$ cat src/rtl/pte_pkg.sv
// Shared types and constants for the periodic timer event scheduler.
// No dependencies.
package pte_pkg;

    localparam int SLOTS      = 16;
    localparam int TIME_BITS  = 48;
    localparam int MAX_RES    = 16;
    localparam int DELAY_BITS = 24;
    localparam int TAG_BITS   = 16;
    localparam int QDEPTH     = 2;
    localparam int IDX_BITS   = $clog2(SLOTS);
    localparam int CNT_BITS   = $clog2(MAX_RES + 1);
    localparam int QPTR_BITS  = $clog2(QDEPTH);
    localparam int QCNT_BITS  = $clog2(QDEPTH + 1);

    typedef enum logic [1:0] {
        OP_TICK         = 2'd0,
        OP_ADD_ONCE     = 2'd1,
        OP_ADD_PERIODIC = 2'd2,
        OP_NONE         = 2'd3
    } op_t;

    typedef enum logic [1:0] {
        KIND_FIRED  = 2'd0,
        KIND_ACCEPT = 2'd1,
        KIND_REJECT = 2'd2
    } kind_t;

    typedef enum logic [1:0] {
        ST_IDLE,
        ST_SCAN,
        ST_DECIDE
    } state_t;

    typedef struct packed {
        logic                  is_tick;
        logic                  periodic;
        logic [DELAY_BITS-1:0] delay;
        logic [DELAY_BITS-1:0] period;
        logic [TAG_BITS-1:0]   tag;
    } cmd_t;

    typedef struct packed {
        logic valid;
        logic pop;
    } q_ctl_t;

endpackage

$ cat src/rtl/pte_ifs.sv
// Handshake channels of the scheduler: command in, response out.
// No dependencies.
interface pte_cmd_if;
    logic        valid;
    logic        ready;
    logic [1:0]  op;
    logic [23:0] delay;
    logic [23:0] period;
    logic [15:0] task_tag;

    modport source (output valid, op, delay, period, task_tag, input ready);
    modport sink   (input valid, op, delay, period, task_tag, output ready);
endinterface

interface pte_rsp_if;
    logic        valid;
    logic        ready;
    logic [1:0]  kind;
    logic [15:0] fired_tag;
    logic        last;

    modport source (output valid, kind, fired_tag, last, input ready);
    modport sink   (input valid, kind, fired_tag, last, output ready);
endinterface

$ cat src/rtl/pte_cmd_fifo.sv
// Short command queue between front and back end.
// Depends on pte_pkg.
module pte_cmd_fifo
    import pte_pkg::*;
(
    input  logic   clk,
    input  logic   rst_n,
    input  logic   push,
    input  cmd_t   push_data,
    output logic   full,
    input  q_ctl_t ctl_in,
    output logic   head_valid,
    output cmd_t   head_data
);

    cmd_t                 mem_reg [QDEPTH];
    logic [QPTR_BITS-1:0] wr_ptr_reg;
    logic [QPTR_BITS-1:0] rd_ptr_reg;
    logic [QCNT_BITS-1:0] count_reg;
    logic                 do_pop;

    assign full       = (count_reg == QCNT_BITS'(QDEPTH));
    assign head_valid = (count_reg != '0);
    assign head_data  = mem_reg[rd_ptr_reg];
    assign do_pop     = ctl_in.pop && ctl_in.valid && head_valid;

    always_ff @(posedge clk) begin
        if (push && !full)
        begin
            mem_reg[wr_ptr_reg] <= push_data;
        end
    end

    always_ff @(posedge clk or negedge rst_n) begin
        if (!rst_n)
        begin
            wr_ptr_reg <= '0;
            rd_ptr_reg <= '0;
            count_reg  <= '0;
        end
        else
        begin
            if (push && !full)
            begin
                wr_ptr_reg <= (wr_ptr_reg == QPTR_BITS'(QDEPTH - 1)) ? '0 : wr_ptr_reg + 1'b1;
            end
            if (do_pop)
            begin
                rd_ptr_reg <= (rd_ptr_reg == QPTR_BITS'(QDEPTH - 1)) ? '0 : rd_ptr_reg + 1'b1;
            end
            count_reg <= count_reg + QCNT_BITS'(push && !full) - QCNT_BITS'(do_pop);
        end
    end

endmodule

$ cat src/rtl/pte_front.sv
// Front end: accepts command beats, drops OP_NONE beats, normalizes period.
// Depends on pte_pkg, pte_ifs.
module pte_front
    import pte_pkg::*;
(
    pte_cmd_if.sink cmd,
    input  logic    q_full,
    output logic    push,
    output cmd_t    push_data
);

    op_t op;

    assign op        = op_t'(cmd.op);
    assign cmd.ready = !q_full;

    always_comb begin
        push_data.is_tick  = 1'b0;
        push_data.periodic = 1'b0;
        push_data.delay    = cmd.delay;
        push_data.period   = (cmd.period == '0) ? DELAY_BITS'(1) : cmd.period;
        push_data.tag      = cmd.task_tag;
        push               = 1'b0;
        unique case (op)
            OP_TICK:
            begin
                push_data.is_tick = 1'b1;
                push              = cmd.valid && !q_full;
            end
            OP_ADD_ONCE:
            begin
                push = cmd.valid && !q_full;
            end
            OP_ADD_PERIODIC:
            begin
                push_data.periodic = 1'b1;
                push               = cmd.valid && !q_full;
            end
            OP_NONE:
            begin
                push = 1'b0;
            end
            default:
            begin
                push = 1'b0;
            end
        endcase
    end

endmodule

$ cat src/rtl/pte_back.sv
// Back end: timer table, slot scan, firing and response register.
// Depends on pte_pkg, pte_ifs.
module pte_back
    import pte_pkg::*;
(
    input  logic      clk,
    input  logic      rst_n,
    input  logic      head_valid,
    input  cmd_t      head_data,
    output q_ctl_t    q_ctl,
    pte_rsp_if.source rsp
);

    state_t                state_reg, state_next;
    logic [TIME_BITS-1:0]  now_reg;
    logic [SLOTS-1:0]      slot_valid_reg;
    logic [TIME_BITS-1:0]  slot_due_reg [SLOTS];
    logic                  slot_periodic_reg [SLOTS];
    logic [DELAY_BITS-1:0] slot_period_reg [SLOTS];
    logic [TAG_BITS-1:0]   slot_tag_reg [SLOTS];

    logic [IDX_BITS-1:0]   idx_reg;
    logic                  best_hit_reg;
    logic [TIME_BITS-1:0]  best_lag_reg;
    logic [IDX_BITS-1:0]   best_idx_reg;
    logic [TIME_BITS-1:0]  best_due_reg;
    logic                  best_periodic_reg;
    logic [DELAY_BITS-1:0] best_period_reg;
    logic [TAG_BITS-1:0]   best_tag_reg;
    logic                  pend_reg;
    logic [TAG_BITS-1:0]   pend_tag_reg;
    logic [CNT_BITS-1:0]   n_reg;

    logic                  out_valid_reg;
    logic [1:0]            out_kind_reg;
    logic [TAG_BITS-1:0]   out_tag_reg;
    logic                  out_last_reg;

    logic                  can_load, load, pop, start_tick, do_add, take, scan_step;
    logic [1:0]            load_kind;
    logic [TAG_BITS-1:0]   load_tag;
    logic                  load_last;
    logic [TIME_BITS-1:0]  lag;
    logic                  cand;
    logic                  any_free;
    logic [IDX_BITS-1:0]   free_idx;

    assign rsp.valid     = out_valid_reg;
    assign rsp.kind      = out_kind_reg;
    assign rsp.fired_tag = out_tag_reg;
    assign rsp.last      = out_last_reg;
    assign can_load      = !out_valid_reg || rsp.ready;
    assign q_ctl.valid   = head_valid;
    assign q_ctl.pop     = pop;

    assign lag  = now_reg - slot_due_reg[idx_reg];
    assign cand = slot_valid_reg[idx_reg] && !lag[TIME_BITS-1]
                  && (!best_hit_reg || lag > best_lag_reg);

    always_comb begin
        any_free = 1'b0;
        free_idx = '0;
        for (int i = SLOTS - 1; i >= 0; i--)
        begin
            if (!slot_valid_reg[i])
            begin
                any_free = 1'b1;
                free_idx = IDX_BITS'(i);
            end
        end
    end

    always_comb begin
        state_next = state_reg;
        pop        = 1'b0;
        start_tick = 1'b0;
        do_add     = 1'b0;
        take       = 1'b0;
        scan_step  = 1'b0;
        load       = 1'b0;
        load_kind  = KIND_FIRED;
        load_tag   = '0;
        load_last  = 1'b1;
        unique case (state_reg)
            ST_IDLE:
            begin
                if (head_valid && can_load)
                begin
                    pop = 1'b1;
                    if (head_data.is_tick)
                    begin
                        start_tick = 1'b1;
                        state_next = ST_SCAN;
                    end
                    else
                    begin
                        load = 1'b1;
                        if (any_free)
                        begin
                            do_add    = 1'b1;
                            load_kind = KIND_ACCEPT;
                        end
                        else
                        begin
                            load_kind = KIND_REJECT;
                        end
                    end
                end
            end
            ST_SCAN:
            begin
                scan_step = 1'b1;
                if (idx_reg == IDX_BITS'(SLOTS - 1))
                begin
                    state_next = ST_DECIDE;
                end
            end
            ST_DECIDE:
            begin
                if (best_hit_reg && n_reg != CNT_BITS'(MAX_RES))
                begin
                    if (!pend_reg || can_load)
                    begin
                        take       = 1'b1;
                        load       = pend_reg;
                        load_tag   = pend_tag_reg;
                        load_last  = 1'b0;
                        state_next = ST_SCAN;
                    end
                end
                else if (!pend_reg)
                begin
                    state_next = ST_IDLE;
                end
                else if (can_load)
                begin
                    load       = 1'b1;
                    load_tag   = pend_tag_reg;
                    state_next = ST_IDLE;
                end
            end
            default:
            begin
                state_next = ST_IDLE;
            end
        endcase
    end

    always_ff @(posedge clk or negedge rst_n) begin
        if (!rst_n)
        begin
            state_reg      <= ST_IDLE;
            now_reg        <= '0;
            slot_valid_reg <= '0;
            out_valid_reg  <= 1'b0;
            idx_reg        <= '0;
            best_hit_reg   <= 1'b0;
            pend_reg       <= 1'b0;
            n_reg          <= '0;
        end
        else
        begin
            state_reg <= state_next;
            if (load)
            begin
                out_valid_reg <= 1'b1;
            end
            else if (rsp.ready)
            begin
                out_valid_reg <= 1'b0;
            end
            if (start_tick)
            begin
                now_reg      <= now_reg + 1'b1;
                n_reg        <= '0;
                pend_reg     <= 1'b0;
                idx_reg      <= '0;
                best_hit_reg <= 1'b0;
            end
            if (do_add)
            begin
                slot_valid_reg[free_idx] <= 1'b1;
            end
            if (scan_step)
            begin
                idx_reg <= idx_reg + 1'b1;
                if (cand)
                begin
                    best_hit_reg <= 1'b1;
                end
            end
            if (take)
            begin
                pend_reg     <= 1'b1;
                n_reg        <= n_reg + 1'b1;
                idx_reg      <= '0;
                best_hit_reg <= 1'b0;
                if (!best_periodic_reg)
                begin
                    slot_valid_reg[best_idx_reg] <= 1'b0;
                end
            end
        end
    end

    always_ff @(posedge clk) begin
        if (load)
        begin
            out_kind_reg <= load_kind;
            out_tag_reg  <= load_tag;
            out_last_reg <= load_last;
        end
        if (do_add)
        begin
            slot_due_reg[free_idx]      <= now_reg + TIME_BITS'(head_data.delay);
            slot_periodic_reg[free_idx] <= head_data.periodic;
            slot_period_reg[free_idx]   <= head_data.period;
            slot_tag_reg[free_idx]      <= head_data.tag;
        end
        if (scan_step && cand)
        begin
            best_lag_reg      <= lag;
            best_idx_reg      <= idx_reg;
            best_due_reg      <= slot_due_reg[idx_reg];
            best_periodic_reg <= slot_periodic_reg[idx_reg];
            best_period_reg   <= slot_period_reg[idx_reg];
            best_tag_reg      <= slot_tag_reg[idx_reg];
        end
        if (take)
        begin
            pend_tag_reg <= best_tag_reg;
            if (best_periodic_reg)
            begin
                slot_due_reg[best_idx_reg] <= best_due_reg + TIME_BITS'(best_period_reg);
            end
        end
    end

endmodule

$ cat src/rtl/periodic_timer_event_scheduler.sv
// Top level of the periodic timer event scheduler: front end, command queue, back end.
// Depends on pte_pkg, pte_ifs, pte_front, pte_cmd_fifo, pte_back.
//
//   channel | dir | fields
//   cmd     | in  | op, delay, period, task_tag
//   rsp     | out | kind, fired_tag, last
//
// An add is handled in the back end once the response register is free.
// During a tick, each firing needs a full scan of the table, one slot per
// cycle, followed by the decide state.
// Reset empties the table at once; no clearing pass.
// The two-entry command queue keeps taking beats while a response stalls, until it is full.
module periodic_timer_event_scheduler
    import pte_pkg::*;
(
    input  logic      clk,
    input  logic      rst_n,
    pte_cmd_if.sink   cmd,
    pte_rsp_if.source rsp
);

    logic   push;
    cmd_t   push_data;
    logic   q_full;
    q_ctl_t q_ctl;
    logic   head_valid;
    cmd_t   head_data;

    pte_front u_front (
        .cmd       (cmd),
        .q_full    (q_full),
        .push      (push),
        .push_data (push_data)
    );

    pte_cmd_fifo u_fifo (
        .clk        (clk),
        .rst_n      (rst_n),
        .push       (push),
        .push_data  (push_data),
        .full       (q_full),
        .ctl_in     (q_ctl),
        .head_valid (head_valid),
        .head_data  (head_data)
    );

    pte_back u_back (
        .clk        (clk),
        .rst_n      (rst_n),
        .head_valid (head_valid),
        .head_data  (head_data),
        .q_ctl      (q_ctl),
        .rsp        (rsp)
    );

`ifndef NO_ASSERTIONS
    a_add_rsp_last: assert property (@(posedge clk) disable iff (!rst_n)
        rsp.valid && rsp.kind != KIND_FIRED |-> rsp.last && rsp.fired_tag == '0)
        else $error("add response must be last with zero tag");

    a_nonlast_fired: assert property (@(posedge clk) disable iff (!rst_n)
        rsp.valid && !rsp.last |-> rsp.kind == KIND_FIRED)
        else $error("only fired beats may be non-last");

    a_kind_range: assert property (@(posedge clk) disable iff (!rst_n)
        rsp.valid |-> rsp.kind != 2'd3)
        else $error("bad response kind");
`endif

endmodule
$ cat src/flat_wrapper.sv
// flat-port wrapper written by rule: the top's interface ports become plain ports
module periodic_timer_event_scheduler_flat import pte_pkg::*;
  (clk, rst_n, cmd_valid, cmd_op, cmd_delay, cmd_period, cmd_task_tag, cmd_ready, rsp_valid, rsp_kind, rsp_fired_tag, rsp_last, rsp_ready);
  pte_cmd_if cmd_i ();
  pte_rsp_if rsp_i ();
  input  logic clk;
  input  logic rst_n;
  input wire logic [$bits(cmd_i.valid)-1:0] cmd_valid;
  input wire logic [$bits(cmd_i.op)-1:0] cmd_op;
  input wire logic [$bits(cmd_i.delay)-1:0] cmd_delay;
  input wire logic [$bits(cmd_i.period)-1:0] cmd_period;
  input wire logic [$bits(cmd_i.task_tag)-1:0] cmd_task_tag;
  output wire logic [$bits(cmd_i.ready)-1:0] cmd_ready;
  output wire logic [$bits(rsp_i.valid)-1:0] rsp_valid;
  output wire logic [$bits(rsp_i.kind)-1:0] rsp_kind;
  output wire logic [$bits(rsp_i.fired_tag)-1:0] rsp_fired_tag;
  output wire logic [$bits(rsp_i.last)-1:0] rsp_last;
  input wire logic [$bits(rsp_i.ready)-1:0] rsp_ready;
  assign cmd_i.valid = cmd_valid;
  assign cmd_i.op = cmd_op;
  assign cmd_i.delay = cmd_delay;
  assign cmd_i.period = cmd_period;
  assign cmd_i.task_tag = cmd_task_tag;
  assign cmd_ready = cmd_i.ready;
  assign rsp_valid = rsp_i.valid;
  assign rsp_kind = rsp_i.kind;
  assign rsp_fired_tag = rsp_i.fired_tag;
  assign rsp_last = rsp_i.last;
  assign rsp_i.ready = rsp_ready;
  periodic_timer_event_scheduler u_core (.clk(clk), .rst_n(rst_n), .cmd(cmd_i), .rsp(rsp_i));
endmodule
$ cat config.mk
export PLATFORM = sky130hd
export DESIGN_NAME = periodic_timer_event_scheduler_flat
export DESIGN_NICKNAME = d
export VERILOG_FILES = /design/src/rtl/pte_pkg.sv /design/src/rtl/pte_ifs.sv /design/src/rtl/pte_cmd_fifo.sv /design/src/rtl/pte_front.sv /design/src/rtl/pte_back.sv /design/src/rtl/periodic_timer_event_scheduler.sv /design/src/flat_wrapper.sv
export SDC_FILE = /design/constraint.sdc
export NUM_CORES = 2
export LEC_CHECK = 0
export BUFFER_PORTS_ARGS = -buffer_cell sky130_fd_sc_hd__buf_2
export CAP_MARGIN = 20
export CORE_AREA = 2 2 329 413
export DETAILED_ROUTE_END_ITERATION = 8
export DIE_AREA = 0 0 331 415
export GPL_TIMING_DRIVEN = 1
export PLACE_DENSITY = 0.79
export SLEW_MARGIN = 15
export SYNTH_ARGS = -nofsm -noshare
export SYNTH_HDL_FRONTEND = slang
export SYNTH_SLANG_ARGS = --single-unit
$ cat constraint.sdc
create_clock -name clk -period 12.95 [get_ports clk]
set_clock_uncertainty 0.1 [all_clocks]
set_input_delay 2.59 -clock clk [delete_from_list [all_inputs] [get_ports clk]]
set_output_delay 2.59 -clock clk [all_outputs]
set_load 0.02 [all_outputs]
==> qor.yml <==
outcome:
  status: "completed"
critical_path:
  cp_max_fo: 134
  crit_path_end_kind: "register"
  r2r_slack_ns: 4.12
  crit_type: "register to register"
  arrival_ns: 9.16
  worst_setup_path_start_kind: "register"
  worstPathRequired_ns: 13.27
global_routing:
  overflow: 0
  grt_pass1_vias: 41107
  grt_pass1_wl_mm: 274
  antenna_found_initial: 11
  grt_usage_pct: 27.8
  grt_start_max_net_pins: 141
yosys:
  synth_seq_cells: 1814
  mappedNetlistArea_um2: 75700
  synthFlopType: "edfxtp_1"
  synthDistinctLibCells: 85
  synth_edf_count: 1732
  yosys_warnings: 0
  postSynthAreaPerCell_um2: 18.7
  yosys-top-cells-area: "edfxtp_1 (69%), mux4_2 (13%), dfrtp_1 (2.7%)"
  synthDominantCellAreaShare_pct: 68.7
  synth-async-reset-ratio_pct: 4.52
  synth_top_area_cell: "edfxtp_1"
  synth-seq-area-share_pct: 71.4
  syn_nets: 4276
  synth_cells: 4054
detailed_routing:
  routedWlPerCell_um: 31.0
  drc_errors: 0
  drt_first_pass_iters: 8
  final_antenna_net_count: 0
  vias: 40194
  via_per_inst: 6.60
  drt-total-wl_mm: 189
  drt_iter0_drc: 4622
clock_network:
  postCtsResizedCells: 0
  htree_num_levels: 4
  insertion_delay_ns: 0.82
  post_cts.repair.setup_buffers: 0
  cts_buffer_depth: 3
  cts_hold_buf: 0
  clkTransAtPathRegs_ns: 0.06
  cts_tree: "done"
  cts_buffers: 169
  cts-root-buf: "clkbuf_16"
  clkSinkCount: 1814
cells_and_area:
  layout-drive-gt1-share_pct: 23.2
  nets: 4440
  largest_register_ffs: 768
  utilization_pct: 63.0
  final_common_cell: "edfxtp_1"
  layout_common_cells: "edfxtp_1 (1,732), mux4_2 (449), clkbuf_16 (173)"
  fillers: 8876
  multi_input_area_um2: 20700
  regArea_um2: 54100
  area_delta_synth_final_pct: 11.0
die:
  coreArea_um2: 133000
  dieArea_um2: 137000
  die_x_um: 331
  num_rows: 150
  initial_core_util_pct: 56.8
  io_pins: 91
  fp.dieH_um: 415
flow_run:
  maxCapViolations: 0
sta:
  rsz0062_at_grt: "no"
  period_share_pct: 68.2
  fmax_mhz: 113
  drv_slew: 0
  worstMarginPinSlew_ns: 1.17
  setup_viol: 0
  slew_headroom_pct: 21.3
  final_hold_viol_count: 0
  finalSetupTns_ns: 0
  post-route-min-period_ns: 8.83
worst_hold_path:
  hold_class: "register to register"
placed_design:
  dp_hpwl_mm: 106
  gp_congestion: 0.953
  port_buffers: 90
power_and_ir_drop:
  leakagePower_nw: 27.5
  irDropWorstVdd_mv: 0.211
  power_mw: 18.5
  pwr_density_cell_nw_per_um2: 221
## synth_stat cells (all sizes together) (5+ instances only)
master,n
nor2,131
clkbuf,141
mux4,449
o31a,5
nand2b,19
o21bai,11
mux2i,14
and2,28
nand3,74
xnor2,79
buf,50
o21a,19
o31ai,13
and3,35
o22ai,7
a21boi,7
a21o,57
a2111oi,8
mux2,64
nand4,41
o21ai,94
a31o,5
edfxtp,1732
nor2b,22
a211o,6
a2bb2oi,7
and4,11
a211oi,22
inv,139
o211ai,9
or2,6
xor2,85
dfrtp,82
nor4,11
or3,8
nand2,158
nor3,44
ha,149
a31oi,19
a21oi,145
## cell type report
type / instances / share of cell area [%]
Multi-Input combinational cell: 1910 / 24.6
Timing Repair Buffer: 184 / 1.45
Sequential cell: 1814 / 64.4
Inverter: 139 / 0.621
Clock inverter: 83 / 0.965
Tap cell: 1748 / 2.60
Antenna cell: 2 / 0.00596
Clock buffer: 211 / 5.35
## logic make-up (layout without fill, tap and decap cells)
| logic type | after synthesis | count (layout) | share of synthesized area, % |
|---|---|---|---|
| fa+ha+maj | 152 | 152 | 2.54 |
| compound gates | 466 | 466 | 4.05 |
| mux | 527 | 527 | 14.5 |
| buf+inv | 330 | 617 | 1.65 |
| xor+xnor | 164 | 164 | 1.90 |
| other cells | 0 | 2 | 0 |
| flops | 1814 | 1814 | 71.4 |
| simple gates | 601 | 601 | 3.92 |
## metal layers
layer,track usage (%),wire [µm],up-vias
met1,35.5,67900,20731
met2,46.9,96700,2282
li1,-,-,16649
met4,12.4,9170,18
met3,4.78,14800,514
met5,0,124,-
## worst paths after layout
check                                              startpoint  cells past startpoint                                end
worst max register to register       u_core.u_back.idx_reg[0]                     22  u_core.u_back.best_period_reg[21]
min in group asynchronous                               rst_n                      1          u_core.u_back.now_reg[41]
worst max-delay path                 u_core.u_back.idx_reg[0]                     22  u_core.u_back.best_period_reg[21]
worst min register to register  u_core.u_back.best_tag_reg[7]                      0      u_core.u_back.pend_tag_reg[7]
max in group asynchronous                               rst_n                      2           u_core.u_back.idx_reg[0]
worst min-delay path            u_core.u_back.best_tag_reg[7]                      0      u_core.u_back.pend_tag_reg[7]
## through the flow
step / hold slack, ns / worst slack, ns / instances / area [µm²]
after floorplan: 0.300 / 0.297 / 4054 / 75700
after global placement: 0.301 / 4.10 / 5788 / 78600
after detailed placement: 0.309 / 4.11 / 5791 / 78600
after CTS: 0.318 / 4.05 / 6085 / 83900
after global routing: 0.329 / 3.49 / 6090 / 84000
final: 0.315 / 4.12 / 6091 / 84000
## worst max-delay path, cell delays in order (launching register included)
cell and delay [ns]:
dfrtp_4 1.04, buf_12 0.60, mux4_2 0.63, mux4_2 0.52, inv_1 0.08, ha_1 0.30
a2111oi_0 0.48, nor3_1 0.08, o21a_1 0.17, a2111oi_0 0.55, o31ai_1 0.20, and2_1 0.26
a31oi_1 0.22, xnor2_1 0.27, ha_1 0.39, nand4_1 0.13, or2_2 0.33, nor3_1 0.31
nand3_1 0.11, o21ai_0 0.17, nand3_1 0.15, nor2_4 0.27, buf_12 0.61
## power by group
group | switching [mW] | internal, mW | leakage [nW] | total (mW)
sequential | 0.371 | 7.58 | 16.2 | 7.95
combinational | 3.48 | 2.29 | 8.76 | 5.76
clock | 2.14 | 2.69 | 2.59 | 4.83
total | 5.99 | 12.6 | 27.5 | 18.5
Power figures use the tool's default switching activity.
